**config.mk**
```make
export PLATFORM = sky130hd
export DESIGN_NAME = gbb_queue
export DESIGN_NICKNAME = d
export VERILOG_FILES = /design/src/design/gbb_pkg.sv /design/src/design/gbb_queue.sv
export SDC_FILE = /design/constraint.sdc
export NUM_CORES = 1
export LEC_CHECK = 0
export ABC_CLOCK_PERIOD_IN_PS = 3730
export BUFFER_PORTS_ARGS = -buffer_cell sky130_fd_sc_hd__buf_2
export CORE_ASPECT_RATIO = 1.5
export CORE_MARGIN = 2
export CORE_UTILIZATION = 59
export DETAILED_ROUTE_END_ITERATION = 8
export PLACE_DENSITY = 0.82
export SLEW_MARGIN = 5
export SYNTH_ARGS = -nofsm -noshare
export SYNTH_HDL_FRONTEND = slang
export SYNTH_SLANG_ARGS = --single-unit
```
**constraint.sdc**
```tcl
create_clock -name aclk -period 3.73 [get_ports aclk]
set_input_delay 0.1865 -clock aclk [delete_from_list [all_inputs] [get_ports aclk]]
set_output_delay 0.1865 -clock aclk [all_outputs]
set_load 0.01 [all_outputs]
```
**src/design/gbb_pkg.sv**
```systemverilog
// gbb_pkg: shared types, constants and helper functions of the gray box blur block
// used by gbb_queue, gbb_front, gbb_back and the top level; depends on nothing
`default_nettype none
package gbb_pkg;
    localparam int MAX_WIDTH  = 1024;
    localparam int MAX_HEIGHT = 1024;
    localparam int MAX_RADIUS = 3;
    localparam int RING_ROWS  = 2 * MAX_RADIUS + 2;
    localparam int COL_W      = $clog2(MAX_WIDTH);
    localparam int ROW_W      = $clog2(MAX_HEIGHT);
    localparam int SLOT_W     = $clog2(RING_ROWS);
    localparam int ADDR_W     = SLOT_W + COL_W;
    localparam int RAM_DEPTH  = RING_ROWS * MAX_WIDTH;
    localparam int DIM_W      = 11;
    localparam int CNT_W      = 21;
    localparam int SUM_W      = 14;
    localparam int RECIP_SH   = 18;
    localparam int RECIP_W    = 19;
    localparam int QDEPTH     = 4;
    localparam int QPTR_W     = $clog2(QDEPTH);

    localparam logic [1:0] REG_WIDTH  = 2'd0;
    localparam logic [1:0] REG_HEIGHT = 2'd1;
    localparam logic [1:0] REG_RADIUS = 2'd2;

    typedef struct packed {
        logic [DIM_W-1:0]   w;
        logic [DIM_W-1:0]   h;
        logic [1:0]         rad;
        logic [CNT_W-1:0]   total;
        logic [11:0]        delay;
        logic [RECIP_W-1:0] recip;
        logic [3:0]         ring;
    } cfg_t;

    typedef struct packed {
        logic       is_pixel;
        logic [7:0] gray;
    } qitem_t;

    typedef enum logic [2:0] {
        ST_IDLE,
        ST_CHECK,
        ST_SUM,
        ST_LAST,
        ST_DIV,
        ST_OUT
    } state_t;

    // divide by three through a reciprocal, exact for sums below 768
    function automatic logic [7:0] gray_of(input logic [9:0] s);
        logic [19:0] p;
        p = {10'b0, s} * 20'd683;
        return p[18:11];
    endfunction

    // reciprocal of the window area scaled by 2^18, exact for every window sum
    function automatic logic [RECIP_W-1:0] recip_of(input logic [1:0] rad);
        logic [RECIP_W-1:0] m;
        case (rad)
            2'd0:    m = 19'd262144;
            2'd1:    m = 19'd29128;
            2'd2:    m = 19'd10486;
            default: m = 19'd5350;
        endcase
        return m;
    endfunction
endpackage
`default_nettype wire

```
**src/design/gbb_queue.sv**
```systemverilog
// gbb_queue: short queue of classified items between front and back
// depends on gbb_pkg
`default_nettype none
module gbb_queue (
    input  wire logic            aclk,
    input  wire logic            aresetn,
    input  wire logic            push,
    input  wire gbb_pkg::qitem_t push_item,
    output logic                 full,
    input  wire logic            pop,
    output gbb_pkg::qitem_t      head,
    output logic                 empty
);
    import gbb_pkg::*;

    qitem_t            buf_reg [QDEPTH];
    logic [QPTR_W-1:0] wr_reg, wr_next, rd_reg, rd_next;
    logic [QPTR_W:0]   cnt_reg, cnt_next;

    assign full  = (cnt_reg == (QPTR_W+1)'(QDEPTH));
    assign empty = (cnt_reg == '0);
    assign head  = buf_reg[rd_reg];

    always_comb begin
        wr_next  = wr_reg + QPTR_W'(push);
        rd_next  = rd_reg + QPTR_W'(pop);
        cnt_next = cnt_reg + (QPTR_W+1)'(push) - (QPTR_W+1)'(pop);
    end

    always_ff @(posedge aclk) begin
        if (!aresetn) begin
            wr_reg  <= '0;
            rd_reg  <= '0;
            cnt_reg <= '0;
        end else begin
            wr_reg  <= wr_next;
            rd_reg  <= rd_next;
            cnt_reg <= cnt_next;
        end
        if (push) begin
            buf_reg[wr_reg] <= push_item;
        end
    end
endmodule
`default_nettype wire

```
==> After elaboration in Yosys (flattened, before gate mapping) <==
Memory sizes are Yosys's and may differ from the RTL's. A register that Yosys moved wholly into a read port is not among the register bits.
Cells that the tools add are included.
{ "word_totals": {"output_inout_bits": 11, "memories": 1, "latchBits": 0, "ramBits": 36, "ff_bits": 7, "mem_bits_ro": 0} }
{ "memory_table": {"columns": ["name", "words", "word_bits", "rd", "rd_clocked_by_memory_dff", "wr", "line", "text"], "rows": [
  ["buf_reg", 4, 9, 1, 1, 1, "gbb_queue.sv:16", "qitem_t buf_reg [QDEPTH];"]
]} }
{ "op_classes": {"mux": 3, "n_reduce_logical": 1, "bitwise_logic": 0, "add_sub_neg": 4, "order_cmp": 0, "div": 0, "multipliers": 0, "n_eq_ne": 1, "shift": 0} }
{ "ops": {"columns": ["operator", "count"], "rows": [
  ["adder 2 x 1 -> 2 bit", 2],
  ["adder 3 x 1 -> 3 bit", 1],
  ["equality test 3 bit (second input constant)", 1],
  ["logical NOT 3 bit", 1],
  ["subtractor 3 x 1 -> 3 bit", 1],
  ["2-to-1 mux 1 bit", 2],
  ["2-to-1 mux 2 bit", 1]
]} }

==> Depth between registers and ports, before layout <==
Gate-level depths: netlist of the first run.
{ "depth": {"depth_word": 2, "ltp_mapped": 7, "depth_no_buf": 7} }

==> Worst setup path after synthesis of the first run <==
Ideal clock, no wire load.
{ "synth_timing": {"path_kind": "reg-to-reg", "from": "reg cnt_reg[0]", "to": "reg cnt_reg[2]", "path_stages_with_launch": 8, "setup_slack_ns": 2.131, "arrival_time_ns": 1.484, "period_less_slack_ns": 1.599, "setup_time_ns": 0.115, "path_cell_list": "dfxtp_1 -> inv_1 -> ha_1 -> inv_1 -> ha_1 -> fa_1 -> xnor3_1 -> and2_1"} }
{ "synth_via": {"elab_chain_len": 2} }
{ "synth_lines": {"columns": ["item", "line", "text"], "rows": [
  ["from (decl)", "gbb_queue.sv:18", "logic [QPTR_W:0] cnt_reg, cnt_next;"],
  ["from (signal assigned)", "gbb_queue.sv:38", "cnt_reg <= cnt_next;"],
  ["adder 3 x 1 -> 3 bit", "gbb_queue.sv:27", "cnt_next = cnt_reg + (QPTR_W+1)'(push) - (QPTR_W+1)'(pop);"],
  ["subtractor 3 x 1 -> 3 bit", "gbb_queue.sv:27", null]
]} }
No other way between the ends.
A chain may end at the register's enable or synchronous reset.

==> results.sh, run 1 <==
export IMPL_status="complete, no violations"
export IMPL_clock_root_buffer="clkbuf_8"
export IMPL_muxShareOfSynthArea=0.1228
export IMPL_path_buf_inv=1
export IMPL_yosysWarnings=0
export IMPL_synth_area_leaders="edfxtp_1 (66%), mux4_2 (12%), dfxtp_1 (8.5%)"
export IMPL_power_density_mw_per_mm2=558.6
export IMPL_die_h_um=68.78
export IMPL_drc=0
export IMPL_hp_class="in2reg"
export IMPL_slew_violations=0
export IMPL_ctsLongestPathBuffers=2
export IMPL_setup_violations=0
export IMPL_rrSetupSlack_ns=2.00
export IMPL_antenna_found_initial=0
export IMPL_drtPass1Iterations=4
export IMPL_clk_pin_slew_ns=0.08
export IMPL_final_util=0.7176
export IMPL_leakagePower_uw=0.0007232
export IMPL_grt_pass1_vias=789
export IMPL_critical_path_cell_chain="mux4_2 -> buf_2"
export IMPL_gp_congestion=0.6775
export IMPL_place_hpwl_um=1705
export IMPL_largest_register_ffs=36
export IMPL_cts_buffers=5
export IMPL_fmax_ghz=0.5112
export IMPL_syn_inst=80
export IMPL_crit_family="flip-flops"
export IMPL_finalClockSkew_ns=0.007093
export IMPL_hold_violations=0
export IMPL_max_slew_worst_pin_slew_ns=0.8936
export IMPL_cpPeakStageDelay_ns=0.74
export IMPL_crit_slowest_cell="dfxtp_1"
export IMPL_avgSynthCellArea_um2=20.63
export IMPL_grt_max_degree=14
export IMPL_cts_tree="done"
export IMPL_diodes=0
export IMPL_cts_sinks=43
export IMPL_fp_dieArea_mm2=0.003245
export IMPL_port_buffers=23
export IMPL_yosysMostFrequentCell="edfxtp_1"
export IMPL_synth_edff_count=36
export IMPL_cp_start_kind="flip-flop"
export IMPL_grt_usage=0.1818
export IMPL_cts_setup_buffers=0
export IMPL_cp_arrival_ns=1.77
export IMPL_synth_area_mm2=0.001650
export IMPL_clk_latency_ns=0.29
export IMPL_core_region_area_mm2=0.002676
export IMPL_final_nets=127
export IMPL_ir_drop_uv=350.6
export IMPL_maxCapViolations=0
export IMPL_htree_levels=2
export IMPL_fin_tns_setup_ns=0
export IMPL_avgRoutedWirePerCell_um=16.66
export IMPL_drt_total_wl_um=2449
export IMPL_synth_xor_area_frac=0.02426
export IMPL_crit_path_end_kind="output pin"
export IMPL_synth_cell_types=17
export IMPL_boundaryPins=24
export IMPL_synthAdderAreaFrac=0.04246
export IMPL_synthToLayoutAreaGrowth_pct=16.38
export IMPL_avgViaCountPerCell=5.259
export IMPL_rows=23
export IMPL_required_ns=3.54
export IMPL_overflow=0
export IMPL_synth_top_family_by_area="multiplexers"
export IMPL_syn_num_nets=98
export IMPL_vias=773
export IMPL_rsz0062_at_grt="false"
export IMPL_drive_gt1_frac=0.3727
export IMPL_first_iter_violations=15
export IMPL_async_flop_share=0
export IMPL_antenna_left=0
export IMPL_crit_fanout=10
export IMPL_period_share=0.5244
export IMPL_ys_seq_elements=43
export IMPL_initial_core_util=0.6166
export IMPL_holdBufCountCts=0
export IMPL_synth_top_cell_area_share=0.6550
export IMPL_crit_type="reg2out"
export IMPL_synth_largest_area_cell="edfxtp_1"
export IMPL_period_minus_slack_ns=1.956
export IMPL_cts_resized=0
export IMPL_synth_flop_cell="edfxtp_1"
export IMPL_synth_simple_gate_area_frac=0.05155
export IMPL_synthTopCellsByCount="edfxtp_1 (36), mux4_2 (9), and2_1 (7), dfxtp_1 (7)"
export IMPL_die_w_um=47.19
export IMPL_timing_max_slew_rel_slack=0.4021
export IMPL_ys_seq_area_frac=0.7400
export IMPL_synth_compound_area_frac=0
export IMPL_grt_pass1_wl_um=3670
[logic make-up (layout without fill, tap and decap cells)]
logic type | Yosys count | after routing
AND/OR/NAND/NOR | 14 | 14
multiplexers | 9 | 9
flip-flops | 43 | 43
adder cells (fa/ha/maj) | 5 | 5
XOR/XNOR | 3 | 3
buffers and inverters | 6 | 36
[final cells by class]
type	count	area [um2]
tap	37	46.29
multi-input combinational	31	397.9
clock buffer	6	82.58
clock inverter	2	35.03
fill	188	755.7
timing repair buffer	24	122.6
inverter	4	15.01
sequential	43	1221
[per-stage QoR]
stage	cell area (um2)	worst slack, ns	hold WS (ns)	instances	total power (uW)
after floorplan	1650	2.131	0.2854	80	674.0
after global placement	1803	2.063	0.3956	139	714.0
after detailed placement	1803	1.985	0.4048	139	725.9
after CTS	1921	1.713	0.09518	147	1082
after global routing	1921	1.640	0.09484	147	1116
final	1921	1.774	0.1047	147	1073
[cell usage in the layout (no fill, tap or decap)]
cell type | netlist | routed
xor2_1 | 2 | 2
clkbuf_8 | 0 | 6
nor2_1 | 1 | 1
clkinv_2 | 0 | 1
ha_1 | 4 | 4
fa_1 | 1 | 1
edfxtp_1 | 36 | 36
inv_1 | 4 | 4
mux4_2 | 9 | 9
and2_1 | 7 | 7
nand2_1 | 1 | 1
bufinv_16 | 0 | 1
nor3b_1 | 1 | 1
and3b_1 | 1 | 1
xnor3_1 | 1 | 1
dfxtp_1 | 7 | 7
nor3_1 | 1 | 1
buf_2 | 1 | 23
buf_4 | 0 | 1
and3_1 | 2 | 2
[path summary, 6_finish.rpt]
check | startpoint | depth (start not counted) | end
worst max-delay path | rd_reg[0] | 2 | head[5]
worst min-delay path | push_item[8] | 1 | buf_reg[0][8]
worst max register to register | cnt_reg[0] | 7 | cnt_reg[2]
worst min register to register | wr_reg[1] | 2 | wr_reg[1]
[power by group]
group          internal [uW]  total [uW]  switching [uW]
clock                    216         361             145
sequential               553         577            23.8
combinational           76.9         135            57.9
[worst reg2reg max path, stage by stage, from the launching register on]
cell	delay [ns]
dfxtp_1	0.36
inv_1	0.07
ha_1	0.27
inv_1	0.04
ha_1	0.19
fa_1	0.37
xnor3_1	0.18
and2_1	0.16
[routing by layer]
metal | up-vias | GRT usage | share of wire
li1 | 366 | - | -
met1 | 382 | 0.1861 | 0.38
met2 | 21 | 0.3031 | 0.55
met3 | 4 | 0.08073 | 0.049
met4 | 0 | 0.09375 | 0.015
met5 | - | 0 | 0
(Power assumes the default switching activity.)
==> run 2: changes to the inputs <==
ABC_CLOCK_PERIOD_IN_PS = 2000   (was 3730)
CORE_UTILIZATION = 55   (was 59)
PLACE_DENSITY = 0.77   (was 0.82)
clock period = 2 ns   (was 3.73 ns; I/O delays follow)
==> run 2 against run 1 <==
Sequential power rose by 84%. Combinational power rose by 95%. Setup slack got worse by 1.5 ns. Sequential share of layout area fell by 0.25 points. Via count rose by 3.1%. Cell count rose by 2.7%. Total power rose by 84%. Wire length fell by 2.7%. Largest cell class unchanged. Highest routed layer unchanged.
==> results.sh, run 2 (synthesis gave the netlist of run 1 again) <==
export IMPL_drive_gt1_frac=0.3750
export IMPL_rrSetupSlack_ns=0.33
export IMPL_fin_tns_setup_ns=0
export IMPL_grt_usage=0.1677
export IMPL_slew_violations=0
export IMPL_holdBufCountCts=0
export IMPL_grt_pass1_wl_um=3988
export IMPL_layout_commonest_cell="edfxtp_1"
export IMPL_hp_class="in2reg"
export IMPL_finalClockSkew_ns=0.004984
export IMPL_cts_tree="done"
export IMPL_drtPass1Iterations=4
export IMPL_cp_start_kind="flip-flop"
export IMPL_die_h_um=71.09
export IMPL_setup_violations=0
export IMPL_die_w_um=48.73
export IMPL_fin_area_mm2=0.001928
export IMPL_min_from="push_item[2]"
export IMPL_preCtsSetupSlack_ns=0.3221
export IMPL_ctsLongestPathBuffers=2
export IMPL_crit_family="multiplexers"
export IMPL_crit_slowest_cell="mux4_2"
export IMPL_antenna_found_initial=0
export IMPL_avgViaCountPerCell=5.278
export IMPL_antenna_left=0
export IMPL_status="complete, no violations"
export IMPL_port_buffers=23
export IMPL_crit_path_end_kind="output pin"
export IMPL_htree_levels=2
export IMPL_fin_hold_ws_ns=0.01378
export IMPL_max_slew_worst_pin_slew_ns=0.4950
export IMPL_crit_type="reg2out"
export IMPL_hold_path_end="buf_reg[0][2]"
export IMPL_critical_path_cell_chain="buf_4 -> mux4_2 -> buf_2"
export IMPL_cpPeakStageDelay_ns=0.52
export IMPL_place_hpwl_um=1688
export IMPL_crit_fanout=8
export IMPL_clk_pin_slew_ns=0.08
export IMPL_clk_latency_ns=0.30
export IMPL_setup_ws_ns=0.3027
export IMPL_largest_register_ffs=36
export IMPL_drt_total_wl_um=2384
export IMPL_hold_violations=0
export IMPL_drc=0
export IMPL_placed_cell_area_mm2=0.001821
export IMPL_layout_common_cells="edfxtp_1 (36), buf_2 (23), mux4_2 (9), and2_1 (7), dfxtp_1 (7)"
export IMPL_timing_rr_end="cnt_reg[2]"
export IMPL_path_buf_inv=2
export IMPL_overflow=0
export IMPL_leakagePower_uw=0.0007281
export IMPL_ir_drop_uv=833.7
export IMPL_maxCapViolations=0
export IMPL_rows=24
export IMPL_fp_dieArea_mm2=0.003464
export IMPL_synthToLayoutAreaGrowth_pct=16.83
export IMPL_required_ns=1.90
export IMPL_first_iter_violations=28
export IMPL_boundaryPins=24
export IMPL_fmax_ghz=0.5892
export IMPL_diodes=0
export IMPL_avgRoutedWirePerCell_um=15.79
export IMPL_cts_buffers=5
export IMPL_period_minus_slack_ns=1.697
export IMPL_ff2ff_path_depth=7
export IMPL_cts_setup_buffers=0
export IMPL_timing_max_slew_rel_slack=0.6700
export IMPL_cp_arrival_ns=1.60
export IMPL_regToRegStartpoint="cnt_reg[0]"
export IMPL_gp_congestion=0.6414
export IMPL_grt_max_degree=14
export IMPL_clock_root_buffer="clkbuf_8"
export IMPL_cts_sinks=43
export IMPL_vias=797
export IMPL_min_path_cells=1
export IMPL_final_nets=129
export IMPL_period_share=0.8486
export IMPL_power_density_mw_per_mm2=1024
export IMPL_initial_core_util=0.5725
export IMPL_grt_pass1_vias=863
export IMPL_rsz0062_at_grt="false"
export IMPL_cts_resized=0
export IMPL_core_region_area_mm2=0.002883
==> run 2: cell types whose count changed in the layout (fill, tap and decap cells not counted) <==
cell / delta
clkbuf_8: -1
buf_4: +2
clkinv_1: +1
==> run 2: worst max-delay path by stage <==
| stage | startpoint | endpoint | slack (ns) | cells past startpoint |
|---|---|---|---|---|
| floorplan | cnt_reg[0] | cnt_reg[2] | 0.40 | 7 |
| global placement | cnt_reg[0] | cnt_reg[2] | 0.39 | 7 |
| detailed placement | cnt_reg[0] | cnt_reg[2] | 0.32 | 7 |
| CTS | rd_reg[0] | head[0] | 0.27 | 3 |
| global route | rd_reg[0] | head[7] | 0.21 | 3 |
| finish | rd_reg[0] | head[0] | 0.30 | 3 |
==> run 2: layer usage <==
metal / track usage / up-vias / wire (um)
met3: 0.06540 / 6 / 109
met1: 0.1746 / 402 / 927
met5: 0 / - / 0
met4: 0.1048 / 0 / 70
li1: - / 369 / -
met2: 0.2816 / 20 / 1276
==> run 2: cell type report <==
type	instances	area, um2
clock buffer	5	68.82
clock inverter	3	38.79
fill	221	954.7
inverter	4	15.01
multi-input combinational	31	397.9
sequential	43	1221
tap	39	48.80
timing repair buffer	26	137.6
==> run 2: stage by stage <==
stage / utilization / cells / power [uW]
finish: 0.6688 / 151 / 1975
global route: 0.6688 / 151 / 2056
CTS: 0.6688 / 151 / 1994
detailed placement: 0.6315 / 143 / 1353
global placement: 0.6315 / 143 / 1338
floorplan: - / 80 / 1257
==> run 2: power breakdown <==
| part | switching [uW] | leakage [uW] | internal [uW] |
|---|---|---|---|
| Clock | 283 | 0.0000556 | 365 |
| Sequential | 33.6 | 0.000389 | 1030 |
| Combinational | 115 | 0.000284 | 148 |
