===== src/design/gbb_pkg.sv =====
// gbb_pkg: shared types, constants and helper functions of the gray box blur block
// used by gbb_queue, gbb_front, gbb_back and the top level; depends on nothing
`default_nettype none
package gbb_pkg;
    localparam int MAX_WIDTH  = 1024;
    localparam int MAX_HEIGHT = 1024;
    localparam int MAX_RADIUS = 3;
    localparam int RING_ROWS  = 2 * MAX_RADIUS + 2;
    localparam int COL_W      = $clog2(MAX_WIDTH);
    localparam int ROW_W      = $clog2(MAX_HEIGHT);
    localparam int SLOT_W     = $clog2(RING_ROWS);
    localparam int ADDR_W     = SLOT_W + COL_W;
    localparam int RAM_DEPTH  = RING_ROWS * MAX_WIDTH;
    localparam int DIM_W      = 11;
    localparam int CNT_W      = 21;
    localparam int SUM_W      = 14;
    localparam int RECIP_SH   = 18;
    localparam int RECIP_W    = 19;
    localparam int QDEPTH     = 4;
    localparam int QPTR_W     = $clog2(QDEPTH);

    localparam logic [1:0] REG_WIDTH  = 2'd0;
    localparam logic [1:0] REG_HEIGHT = 2'd1;
    localparam logic [1:0] REG_RADIUS = 2'd2;

    typedef struct packed {
        logic [DIM_W-1:0]   w;
        logic [DIM_W-1:0]   h;
        logic [1:0]         rad;
        logic [CNT_W-1:0]   total;
        logic [11:0]        delay;
        logic [RECIP_W-1:0] recip;
        logic [3:0]         ring;
    } cfg_t;

    typedef struct packed {
        logic       is_pixel;
        logic [7:0] gray;
    } qitem_t;

    typedef enum logic [2:0] {
        ST_IDLE,
        ST_CHECK,
        ST_SUM,
        ST_LAST,
        ST_DIV,
        ST_OUT
    } state_t;

    // divide by three through a reciprocal, exact for sums below 768
    function automatic logic [7:0] gray_of(input logic [9:0] s);
        logic [19:0] p;
        p = {10'b0, s} * 20'd683;
        return p[18:11];
    endfunction

    // reciprocal of the window area scaled by 2^18, exact for every window sum
    function automatic logic [RECIP_W-1:0] recip_of(input logic [1:0] rad);
        logic [RECIP_W-1:0] m;
        case (rad)
            2'd0:    m = 19'd262144;
            2'd1:    m = 19'd29128;
            2'd2:    m = 19'd10486;
            default: m = 19'd5350;
        endcase
        return m;
    endfunction
endpackage
`default_nettype wire


===== src/design/gbb_front.sv =====
// gbb_front: input side, classifies items and converts pixels to gray
// depends on gbb_pkg
`default_nettype none
module gbb_front (
    input  wire logic        s_tvalid,
    output logic             s_tready,
    input  wire logic [23:0] s_tdata,
    input  wire logic        s_tuser,
    input  wire logic        q_full,
    output logic             q_push,
    output gbb_pkg::qitem_t  q_item
);
    import gbb_pkg::*;

    logic [9:0] rgb_sum;

    assign s_tready = !q_full;
    assign q_push   = s_tvalid && !q_full;
    assign rgb_sum  = {2'b0, s_tdata[7:0]} + {2'b0, s_tdata[15:8]} + {2'b0, s_tdata[23:16]};

    always_comb begin
        q_item.is_pixel = !s_tuser;
        q_item.gray     = gray_of(rgb_sum);
    end
endmodule
`default_nettype wire


===== config.mk =====
export PLATFORM = sky130hd
export DESIGN_NAME = gbb_front
export DESIGN_NICKNAME = d
export VERILOG_FILES = /design/src/design/gbb_pkg.sv /design/src/design/gbb_front.sv
export SDC_FILE = /design/constraint.sdc
export NUM_CORES = 1
export LEC_CHECK = 0
export BUFFER_PORTS_ARGS = -buffer_cell sky130_fd_sc_hd__buf_2
export CAP_MARGIN = 10
export CORE_ASPECT_RATIO = 1.5
export CORE_MARGIN = 2
export CORE_UTILIZATION = 50
export DETAILED_ROUTE_END_ITERATION = 16
export GPL_ROUTABILITY_DRIVEN = 0
export PLACE_DENSITY = 0.74
export SLEW_MARGIN = 5
export SYNTH_ARGS = -nofsm -noshare
export SYNTH_HDL_FRONTEND = slang
export SYNTH_SLANG_ARGS = --single-unit

===== constraint.sdc =====
create_clock -name vclk -period 8.58
set_input_delay 0.858 -clock vclk [all_inputs]
set_output_delay 0.858 -clock vclk [all_outputs]
set_load 0.05 [all_outputs]

# == Word-level counts from Yosys, hierarchy flattened ==
# Index checks and enable logic that the tools add are counted.
# word_totals
reg_bits,0
input_bits,27
output_inout_bits,11
wordCells,6
# classes
addsub,2
n_mul,1
reduce_logical,3
# ops
cell,count
$mul A10 B10 Y19 const B,1
$add A9 B8 Y10,1
$add A8 B8 Y9,1
$logic_not A1 Y1,2
$logic_and A1 B1 Y1,1

# == Depth between registers and ports, before layout ==
# Gate-level depths: netlist of the first run.
# depth
ltp_word,3
ltp_mapped,25
depth_no_buf,25

# == Worst setup path before layout of the first run ==
# No wires, ideal clock.
# synth_timing
kind,input to output
startpoint,in s_tdata[1]
endpoint,out q_item[5] in the netlist's numbering
arrival_time_ns,7.708
path_slack_ns,0.014
path_stages,25
n_path_buf,0
path_cell_list,inv_1 fa_1 inv_1 ha_1 fa_1 a21oi_1 nor2_1 o21a_1 o21a_1 nor2_1 xnor2_1 ha_1 ha_1 fa_1 fa_1 inv_1 fa_1 inv_1 ha_1 a211oi_1 nand2_1 a221oi_2 o21ai_2 nor3b_1 nor4_1
# synth_lines
item,line_no,text
from (decl),gbb_front.sv:7,"input wire logic [23:0] s_tdata,"
to (decl),gbb_front.sv:11,output gbb_pkg::qitem_t q_item

==> summary.md, run 1 <==
| Metric | Value |
|---|---|
| Fin. Hold Viols | `0` |
| Status | `finished clean` |
| Worst-Margin Slew | `508 ps` |
| Vias | `1719` |
| Final period utilization | `0.944` |
| DIE HEIGHT | `85.0 um` |
| Initial drt markers | `23` |
| Crit path capture type | `output pin` |
| Slew Limit Headroom | `0.659` |
| Top cells by count, synth | `ha_1, inv_1, fa_1` |
| Initial antenna violation count | `0` |
| Largest cells by area after synthesis | `ha_1, fa_1, inv_1, xnor2_1, xor2_1` |
| Fin crit period | `just over 8000 ps` |
| HP Class | `primary input to output pin` |
| Share of layout cells above drive strength 1 | `0.153` |
| Final setup viols | `0` |
| Vias in the first global route | `1811` |
| Setup Fix Bufs, Post-CTS | `0` |
| TNS Setup | `0 ps` |
| FP Rows | `29` |
| Syn_nets | `352` |
| Number of unique standard cell types used by synthesis | `30` |
| Antenna viol nets, final | `0` |
| Total Routing Usage GR | `0.188` |
| Worst EP required | `7720 ps` |
| Leading cell type by number of instances after synthesis | `ha_1` |
| Post-synth top area cell | `ha_1` |
| Die width | `around 58 um` |
| Worst EP arrival | `between 7000 and 8000 ps` |
| Hold Path Stages | `3` |
| RSZ-0062 raised after global routing | `false` |
| Synthesized area | `roughly 2200 um2` |
| Sequential cells | `0` |
| # IOs | `38` |
| # resized after CTS | `0` |
| Synthesis-to-layout area growth | `11.3%` |
| Drt pass-1 iters | `4` |
| Sequential cell area | `0 um2` |
| I/O Buffers | `38` |
| Max cap viols | `0` |
| Met2 WL | `between 2000 and 3000 um` |
| Register area share after synthesis | `0` |
| WL per Instance | `13.7 um` |
| Startpoint Class | `primary input` |
| Total core area | `roughly 4200 um2` |
| Global-route wire length before repair | `7560 um` |
| Syn. warnings | `0` |
| Met3 wire length | `83 um` |
| Fmax | `0.124 GHz` |
| Final wirelength | `4310 um` |
| Residual DRC count | `0` |
| CP Class | `primary input to output pin` |
| Syn Area/Cell | `9.50 um2` |
| GRT overflow | `0` |
| Ant. Diodes | `0` |
| HP Start | `s_tuser` |
| Crit path max fanout | `4` |
| Top-area cell type share of the netlist area | `0.372` |
| Die area | `4930 um2` |
| Crit path launch | `s_tdata[1]` |
| Highest routed metal layer | `met4` |
| Hold buffers post-CTS | `0` |
| Clkbuf count | `0` |
| Final Max Tran Viols | `0` |
| Pin count of the biggest net entering global routing | `7` |
| Post-DR vias/cell | `5.47` |
| Initial Utilization | `0.519` |
| Layout net count | `392` |
| Worst Hold Path EP | `q_item[8]` |
| Detailed placement HPWL | `4050 um` |
| Synth Instances | `230` |
| Met1 WL | `1640 um` |
-- metal layers --
metal	up-vias	global-route usage
li1	865	-
met2	24	0.368
met4	0	0.0275
met1	824	0.227
met3	6	0.00305
met5	-	0
-- logic make-up after synthesis --
kind of cell	share of synthesized area
xor+xnor	0.0761
fa+ha+maj	0.647
buf+inv	0.0721
compound gates	0.131
simple gates	0.0738
-- critical path, stage by stage --
cell and delay, ps:
buf_2 70, inv_1 50, fa_1 530, inv_1 40
ha_1 210, fa_1 400, a21oi_1 140, nor2_1 60
o21a_1 190, o21a_1 170, nor2_1 210, xnor2_1 210
ha_1 320, ha_1 330, fa_1 470, fa_1 540
inv_1 50, fa_1 530, inv_1 40, ha_1 320
o21a_1 120, o211ai_1 230, o31ai_1 140, a221oi_1 250
a21boi_1 300, xnor2_1 150, buf_2 280
-- worst max-delay path by stage --
| stage | end | slack [ps] | cells after the start |
|---|---|---|---|
| after floorplan | q_item[5] | 10 | 25 |
| after global placement | q_item[6] | 640 | 27 |
| after detailed placement | q_item[6] | 500 | 27 |
| after CTS | q_item[6] | 480 | 27 |
| after global routing | q_item[6] | 150 | 27 |
| final | q_item[6] | 480 | 27 |
-- stage by stage --
stage | worst slack [ps] | hold WS [ps] | instance area (um2) | cells | utilization
6_report | 484 | 2010 | 2430 | 314 | 0.578
3_3_place_gp | 639 | 2010 | 2430 | 314 | 0.578
3_5_place_dp | 500 | 2010 | 2430 | 314 | 0.578
4_1_cts | 479 | 2010 | 2430 | 314 | 0.578
5_1_grt | 147 | 2040 | 2430 | 314 | 0.578
2_1_floorplan | 14.3 | 1890 | 2190 | 230 | -
-- area by class of cell --
cell class | count | area, um2
repair buffers | 38 | 190
well taps | 46 | 57.6
multi-input cells | 188 | 2030
inverters | 42 | 158
fillers | 393 | 1780
-- placed cells by master, fill, tap and decap left out, types with 2 or more instances in the layout --
cell type,n
inv_1,42
nor3_1,4
a21oi_1,9
xor2_1,7
ha_1,65
buf_2,38
nor4_1,2
nor2_1,9
a211oi_1,3
fa_1,30
a21o_1,6
xnor2_1,12
o21a_1,4
o21ai_0,6
nand2b_1,3
nor2b_1,3
o211ai_1,4
nand4_1,2
nand2_1,7
Power of run 1 is not shown: default switching activity piles up to over one toggle a cycle in this logic, so the estimate is an artifact.
==> run 2: changes to the inputs <==
--- a/config.mk
+++ b/config.mk
@@ -5,13 +5,15 @@
 export SDC_FILE = /design/constraint.sdc
 export NUM_CORES = 1
 export LEC_CHECK = 0
+export ABC_AREA = 1
 export BUFFER_PORTS_ARGS = -buffer_cell sky130_fd_sc_hd__buf_2
-export CAP_MARGIN = 10
+export CAP_MARGIN = 0
 export CORE_ASPECT_RATIO = 1.5
 export CORE_MARGIN = 2
 export CORE_UTILIZATION = 50
 export DETAILED_ROUTE_END_ITERATION = 16
 export GPL_ROUTABILITY_DRIVEN = 0
+export MAX_ROUTING_LAYER = met4
 export PLACE_DENSITY = 0.74
 export SLEW_MARGIN = 5
 export SYNTH_ARGS = -nofsm -noshare
==> run 2 against run 1 <==
Against the previous run:
- final cell count is 32% higher
- sequential share of layout area stayed put
- non-clock buffer count stayed put
- design area is 11% higher
- clock-buffer cell count stayed put
- critical path type unchanged
- highest routed layer unchanged
==> summary.md, run 2 <==
| Metric | Value |
|---|---|
| Status | `finished clean` |
| Register area share after synthesis | `0 (unchanged)` |
| FP Rows | `31 (+6.9%)` |
| M1 GR Usage | `0.206 (-0.0214)` |
| WL per Instance | `12.2 um (-11%)` |
| Crit path max fanout | `3 (-1)` |
| RSZ-0062 raised after global routing | `false` |
| Hold buffers post-CTS | `0 (unchanged)` |
| Most common cell after layout, fill and taps aside | `ha_1` |
| Detailed placement HPWL | `4760 um (+17%)` |
| GRT met2 Usage | `0.409 (+0.0408)` |
| I/O Buffers | `38 (unchanged)` |
| Initial Utilization | `0.511 (-0.00822)` |
| Final setup viols | `0 (unchanged)` |
| Post-route insts no fill | `415 (+32%)` |
| GRT overflow | `0 (unchanged)` |
| Final hold slack | `2010 ps (-1.57 ps)` |
| Worst EP arrival | `6440 ps (-800 ps)` |
| Synthesis-to-layout area growth | `11.3% (about the same)` |
| Busiest grt layer | `met2` |
| HP Class | `primary input to output pin` |
| Initial antenna violation count | `0 (unchanged)` |
| Syn Area/Cell | `7.78 um2 (-18%)` |
| Final wirelength | `5080 um (+18%)` |
| Fin. Hold Viols | `0 (unchanged)` |
| Most frequent cells in the layout | `ha_1, nand2_1, inv_1` |
| Sequential cell area | `0 um2 (unchanged)` |
| Number of unique standard cell types used by synthesis | `22 (-27%)` |
| # resized after CTS | `0 (unchanged)` |
| TNS Setup | `0 ps (unchanged)` |
| Sequential cells | `0 (unchanged)` |
| CP Class | `primary input to output pin` |
| Top-area cell type share of the netlist area | `0.336 (-0.0358)` |
| Final period utilization | `0.851 (-0.0930)` |
| Syn. warnings | `0 (unchanged)` |
| Synthesized area | `2420 um2 (+11%)` |
| Pin count of the biggest net entering global routing | `7 (unchanged)` |
| Post-DR vias/cell | `5.09 (-7.1%)` |
| Leading cell type by number of instances after synthesis | `ha_1` |
| Vias in the first global route | `2107 (+16%)` |
| Total Routing Usage GR | `0.204 (+0.0162)` |
| Total core area | `4730 um2 (+12%)` |
| Post-synth top area cell | `ha_1` |
| Drt pass-1 iters | `4 (unchanged)` |
| Setup Fix Bufs, Post-CTS | `0 (unchanged)` |
| Clkbuf count | `0 (unchanged)` |
| Startpoint Class | `primary input` |
| Share of layout cells above drive strength 1 | `0.149 (-0.00399)` |
| # IOs | `38 (unchanged)` |
| HP Start | `s_tuser` |
| Antenna viol nets, final | `0 (unchanged)` |
| Filler cell count | `467 (+19%)` |
| DIE HEIGHT | `89.2 um (+4.9%)` |
| Synth Instances | `311 (+35%)` |
| Residual DRC count | `0 (unchanged)` |
| Crit path launch | `s_tdata[1]` |
| Global-route wire length before repair | `8450 um (+12%)` |
| Slew Limit Headroom | `0.707 (+0.0481)` |
| Fin crit period | `7300 ps (-798 ps)` |
| Worst-Margin Slew | `436 ps (-71.6 ps)` |
| Syn_nets | `433 (+23%)` |
| Initial drt markers | `75 (+230%)` |
| Vias | `2111 (+23%)` |
| Placed Instances | `415 (+32%)` |
| Top cells by count, synth | `ha_1, nand2_1, inv_1` |
| Final Max Tran Viols | `0 (unchanged)` |
| Grt met3 use | `0.00724 (+0.00419)` |
| Die area | `5420 um2 (+10%)` |
| Worst EP required | `7720 ps (about the same)` |
| Fmax | `0.137 GHz (+11%)` |
| Largest cells by area after synthesis | `ha_1, fa_1, nand2_1, inv_1, a21oi_1` |
| Crit path capture type | `output pin` |
| Layout net count | `473 (+21%)` |
| Die width | `60.8 um (+4.8%)` |
| Ant. Diodes | `0 (unchanged)` |
| Max cap viols | `0 (unchanged)` |
==> run 2: changes by cell type after synthesis, sizes merged, moves of 3 or more <==
cell	previous run	this run
nand2	7	69
inv	42	64
nand3	1	18
a21oi	9	21
xnor2	12	4
a21o	6	1
nor2	9	14
nor3	4	0
o21a	4	0
a211oi	3	0
nor2b	3	0
==> run 2: area by class of cell <==
class,instances,area [um2],share of cell area
inverters,64,240,0.0893
multi-input cells,247,2180,0.809
well taps,66,82.6,0.0307
repair buffers,38,190,0.0707
==> run 2: worst max-delay path: stages <==
cell,delay (ps)
buf_2,80
inv_1,50
fa_1,530
inv_1,40
ha_1,210
fa_1,400
nand2_1,90
nand3_2,80
nand2_2,90
o211ai_2,90
xor2_1,290
ha_1,350
ha_1,330
fa_1,470
fa_1,540
inv_1,50
fa_1,540
inv_1,40
ha_1,310
a21o_1,200
nand3_1,140
nand2_1,70
a21oi_1,160
nand3_1,90
nand2_1,70
buf_2,250
==> run 2: cell families (layout without fill, tap and decap cells) <==
logic type / count (synthesis) / in the layout / share of synthesized area
buffers and inverters: 64 / 102 / 0.0993
XOR/XNOR: 13 / 13 / 0.0471
adder cells (fa/ha/maj): 95 / 95 / 0.585
AO/OA/AOI/OAI: 33 / 33 / 0.0812
AND/OR/NAND/NOR: 106 / 106 / 0.188
==> run 2: routing by layer <==
layer,up-vias,part of all wire,wire (um)
met5,-,0,0
met4,0,0.029,145
met3,15,0.023,116
met2,45,0.56,2860
met1,975,0.38,1950
li1,1076,-,-
==> run 2: path summary, 6_finish.rpt <==
kind,slack [ps],depth (start not counted),endpoint
max,1280,26,q_item[4]
min,2010,3,q_item[8]
==> run 2: metrics by stage <==
step | setup slack [ps] | area, um2 | util
2_1_floorplan | 1490 | 2420 | -
3_3_place_gp | 1330 | 2690 | 0.569
3_5_place_dp | 1330 | 2690 | 0.569
4_1_cts | 1310 | 2690 | 0.569
5_1_grt | 1020 | 2690 | 0.569
6_report | 1280 | 2690 | 0.569
Power of run 2 is left out for the same reason.
==> run 3: changes to the inputs <==
--- a/config.mk
+++ b/config.mk
@@ -13,6 +13,7 @@
 export CORE_UTILIZATION = 50
 export DETAILED_ROUTE_END_ITERATION = 16
 export GPL_ROUTABILITY_DRIVEN = 0
+export GPL_TIMING_DRIVEN = 0
 export MAX_ROUTING_LAYER = met4
 export PLACE_DENSITY = 0.74
 export SLEW_MARGIN = 5
==> run 3 against run 2 <==
Against the previous run:
- clock-buffer cell count is the same
- final cell count is the same
- wire length shrank 2.7%
- critical path type unchanged
- die area is the same
- global-route usage grew 0.32 points
- via count shrank 1.9%
- highest routed layer unchanged
- utilization is the same
- non-clock buffer count is the same
- worst hold slack is essentially flat
==> summary.md, run 3 (synthesis gave the netlist of run 2 again) <==
| Metric | Value |
|---|---|
| Status | `finished clean` |
| Most common cell after layout, fill and taps aside | `ha_1` |
| Total Routing Usage GR | `0.208 (+0.00316)` |
| WL per Instance | `11.9 um (-2.7%)` |
| HP Class | `primary input to output pin` |
| GRT overflow | `0 (unchanged)` |
| Worst EP arrival | `6460 ps (+20 ps)` |
| Die width | `60.8 um (unchanged)` |
| Filler cell count | `473 (+1.3%)` |
| Fin. Hold Viols | `0 (unchanged)` |
| Critical Path Most Common Cell | `fa_1` |
| GRT met2 Usage | `0.402 (-0.00684)` |
| Grt met3 use | `0.00579 (-0.00145)` |
| Area taken by multi-input logic gates | `2180 um2 (unchanged)` |
| Crit-path cells | `buf_2 -> inv_1 -> fa_1 -> inv_1 -> ha_1 -> fa_1 -> nand2_1 -> nand3_2 -> nand2_2 -> xnor2_1 -> ha_1 -> inv_1 -> fa_1 -> fa_1 -> fa_1 -> inv_1 -> ha_1 -> ha_1 -> a21oi_1 -> o21ai_1 -> nand3b_1 -> xor2_1 -> buf_2` |
| Initial drt markers | `54 (-28%)` |
| I/O Buffers | `38 (unchanged)` |
| Ant. Diodes | `0 (unchanged)` |
| # IOs | `38 (unchanged)` |
| Initial antenna violation count | `0 (unchanged)` |
| Hold Path Stages | `3 (unchanged)` |
| Worst EP required | `7720 ps (about the same)` |
| Startpoint Class | `primary input` |
| Initial Utilization | `0.511 (unchanged)` |
| Pin count of the biggest net entering global routing | `7 (unchanged)` |
| Detailed placement HPWL | `4670 um (-1.8%)` |
| Synthesis-to-layout area growth | `11.3% (unchanged)` |
| Share of layout cells above drive strength 1 | `0.149 (unchanged)` |
| TNS Setup | `0 ps (unchanged)` |
| Residual DRC count | `0 (unchanged)` |
| Total core area | `4730 um2 (unchanged)` |
| Max stage delay on crit path | `560 ps (+20 ps)` |
| Busiest grt layer | `met2` |
| Final Max Tran Viols | `0 (unchanged)` |
| Crit path max fanout | `4 (+1)` |
| Slew Limit Headroom | `0.608 (-0.0985)` |
| Global-route wire length before repair | `8510 um (+0.82%)` |
| Max cap viols | `0 (unchanged)` |
| Fin crit period | `7320 ps (+17.2 ps)` |
| CP Class | `primary input to output pin` |
| # resized after CTS | `0 (unchanged)` |
| Sequential cell area | `0 um2 (unchanged)` |
| Slowest-stage cell, CP | `fa_1` |
| Drt pass-1 iters | `4 (unchanged)` |
| Crit path capture type | `output pin` |
| Clkbuf count | `0 (unchanged)` |
| DIE HEIGHT | `89.2 um (unchanged)` |
| Vias in the first global route | `2084 (-1.1%)` |
| Final period utilization | `0.853 (+0.00200)` |
| M1 GR Usage | `0.223 (+0.0165)` |
| Sequential cells | `0 (unchanged)` |
| Die area | `5420 um2 (unchanged)` |
| Fmax | `0.137 GHz (-0.23%)` |
| Post-DR vias/cell | `4.99 (-1.9%)` |
| Most frequent cells in the layout | `ha_1, nand2_1, inv_1` |
| FP Rows | `31 (unchanged)` |
| Final setup viols | `0 (unchanged)` |
| Final wirelength | `4940 um (-2.7%)` |
| Vias | `2070 (-1.9%)` |
| Layout net count | `473 (unchanged)` |
| RSZ-0062 raised after global routing | `false` |
| Hold buffers post-CTS | `0 (unchanged)` |
| Worst-Margin Slew | `583 ps (+147 ps)` |
| Antenna viol nets, final | `0 (unchanged)` |
| Setup Fix Bufs, Post-CTS | `0 (unchanged)` |
## run 3: cell counts in the layout (fill, tap and decap cells not counted)
Identical to the previous run, type by type.
## run 3: final timing paths
path	start	to	slack (ps)
min	s_tuser	q_item[8]	2010
max	s_tdata[1]	q_item[2]	1260
## run 3: final cells by class
class,instances,share of cell area
multi-input combinational,247,0.809
tap,66,0.0307
timing repair buffer,38,0.0707
inverter,64,0.0893
## run 3: metal layers
metal / wire, um / part of all wire
met4: 167 / 0.034
met3: 95 / 0.019
met5: 0 / 0
met1: 1950 / 0.39
met2: 2730 / 0.55
## run 3: metrics by stage
step	hold WS (ps)	cells	area, um2	worst slack, ps	utilization
floorplan	1890	311	2420	1490	-
global placement	2010	415	2690	1360	0.569
detailed placement	2010	415	2690	1330	0.569
CTS	2010	415	2690	1280	0.569
global route	2020	415	2690	975	0.569
finish	2010	415	2690	1260	0.569
## run 3: worst max-delay path: cells and delay by family
| kind | cells | cell delay, ps |
|---|---|---|
| xor+xnor | 2 | 440 |
| fa+ha+maj | 9 | 3700 |
| buf+inv | 6 | 570 |
| compound gates | 2 | 380 |
| simple gates | 4 | 500 |
Power of run 3 is left out for the same reason.
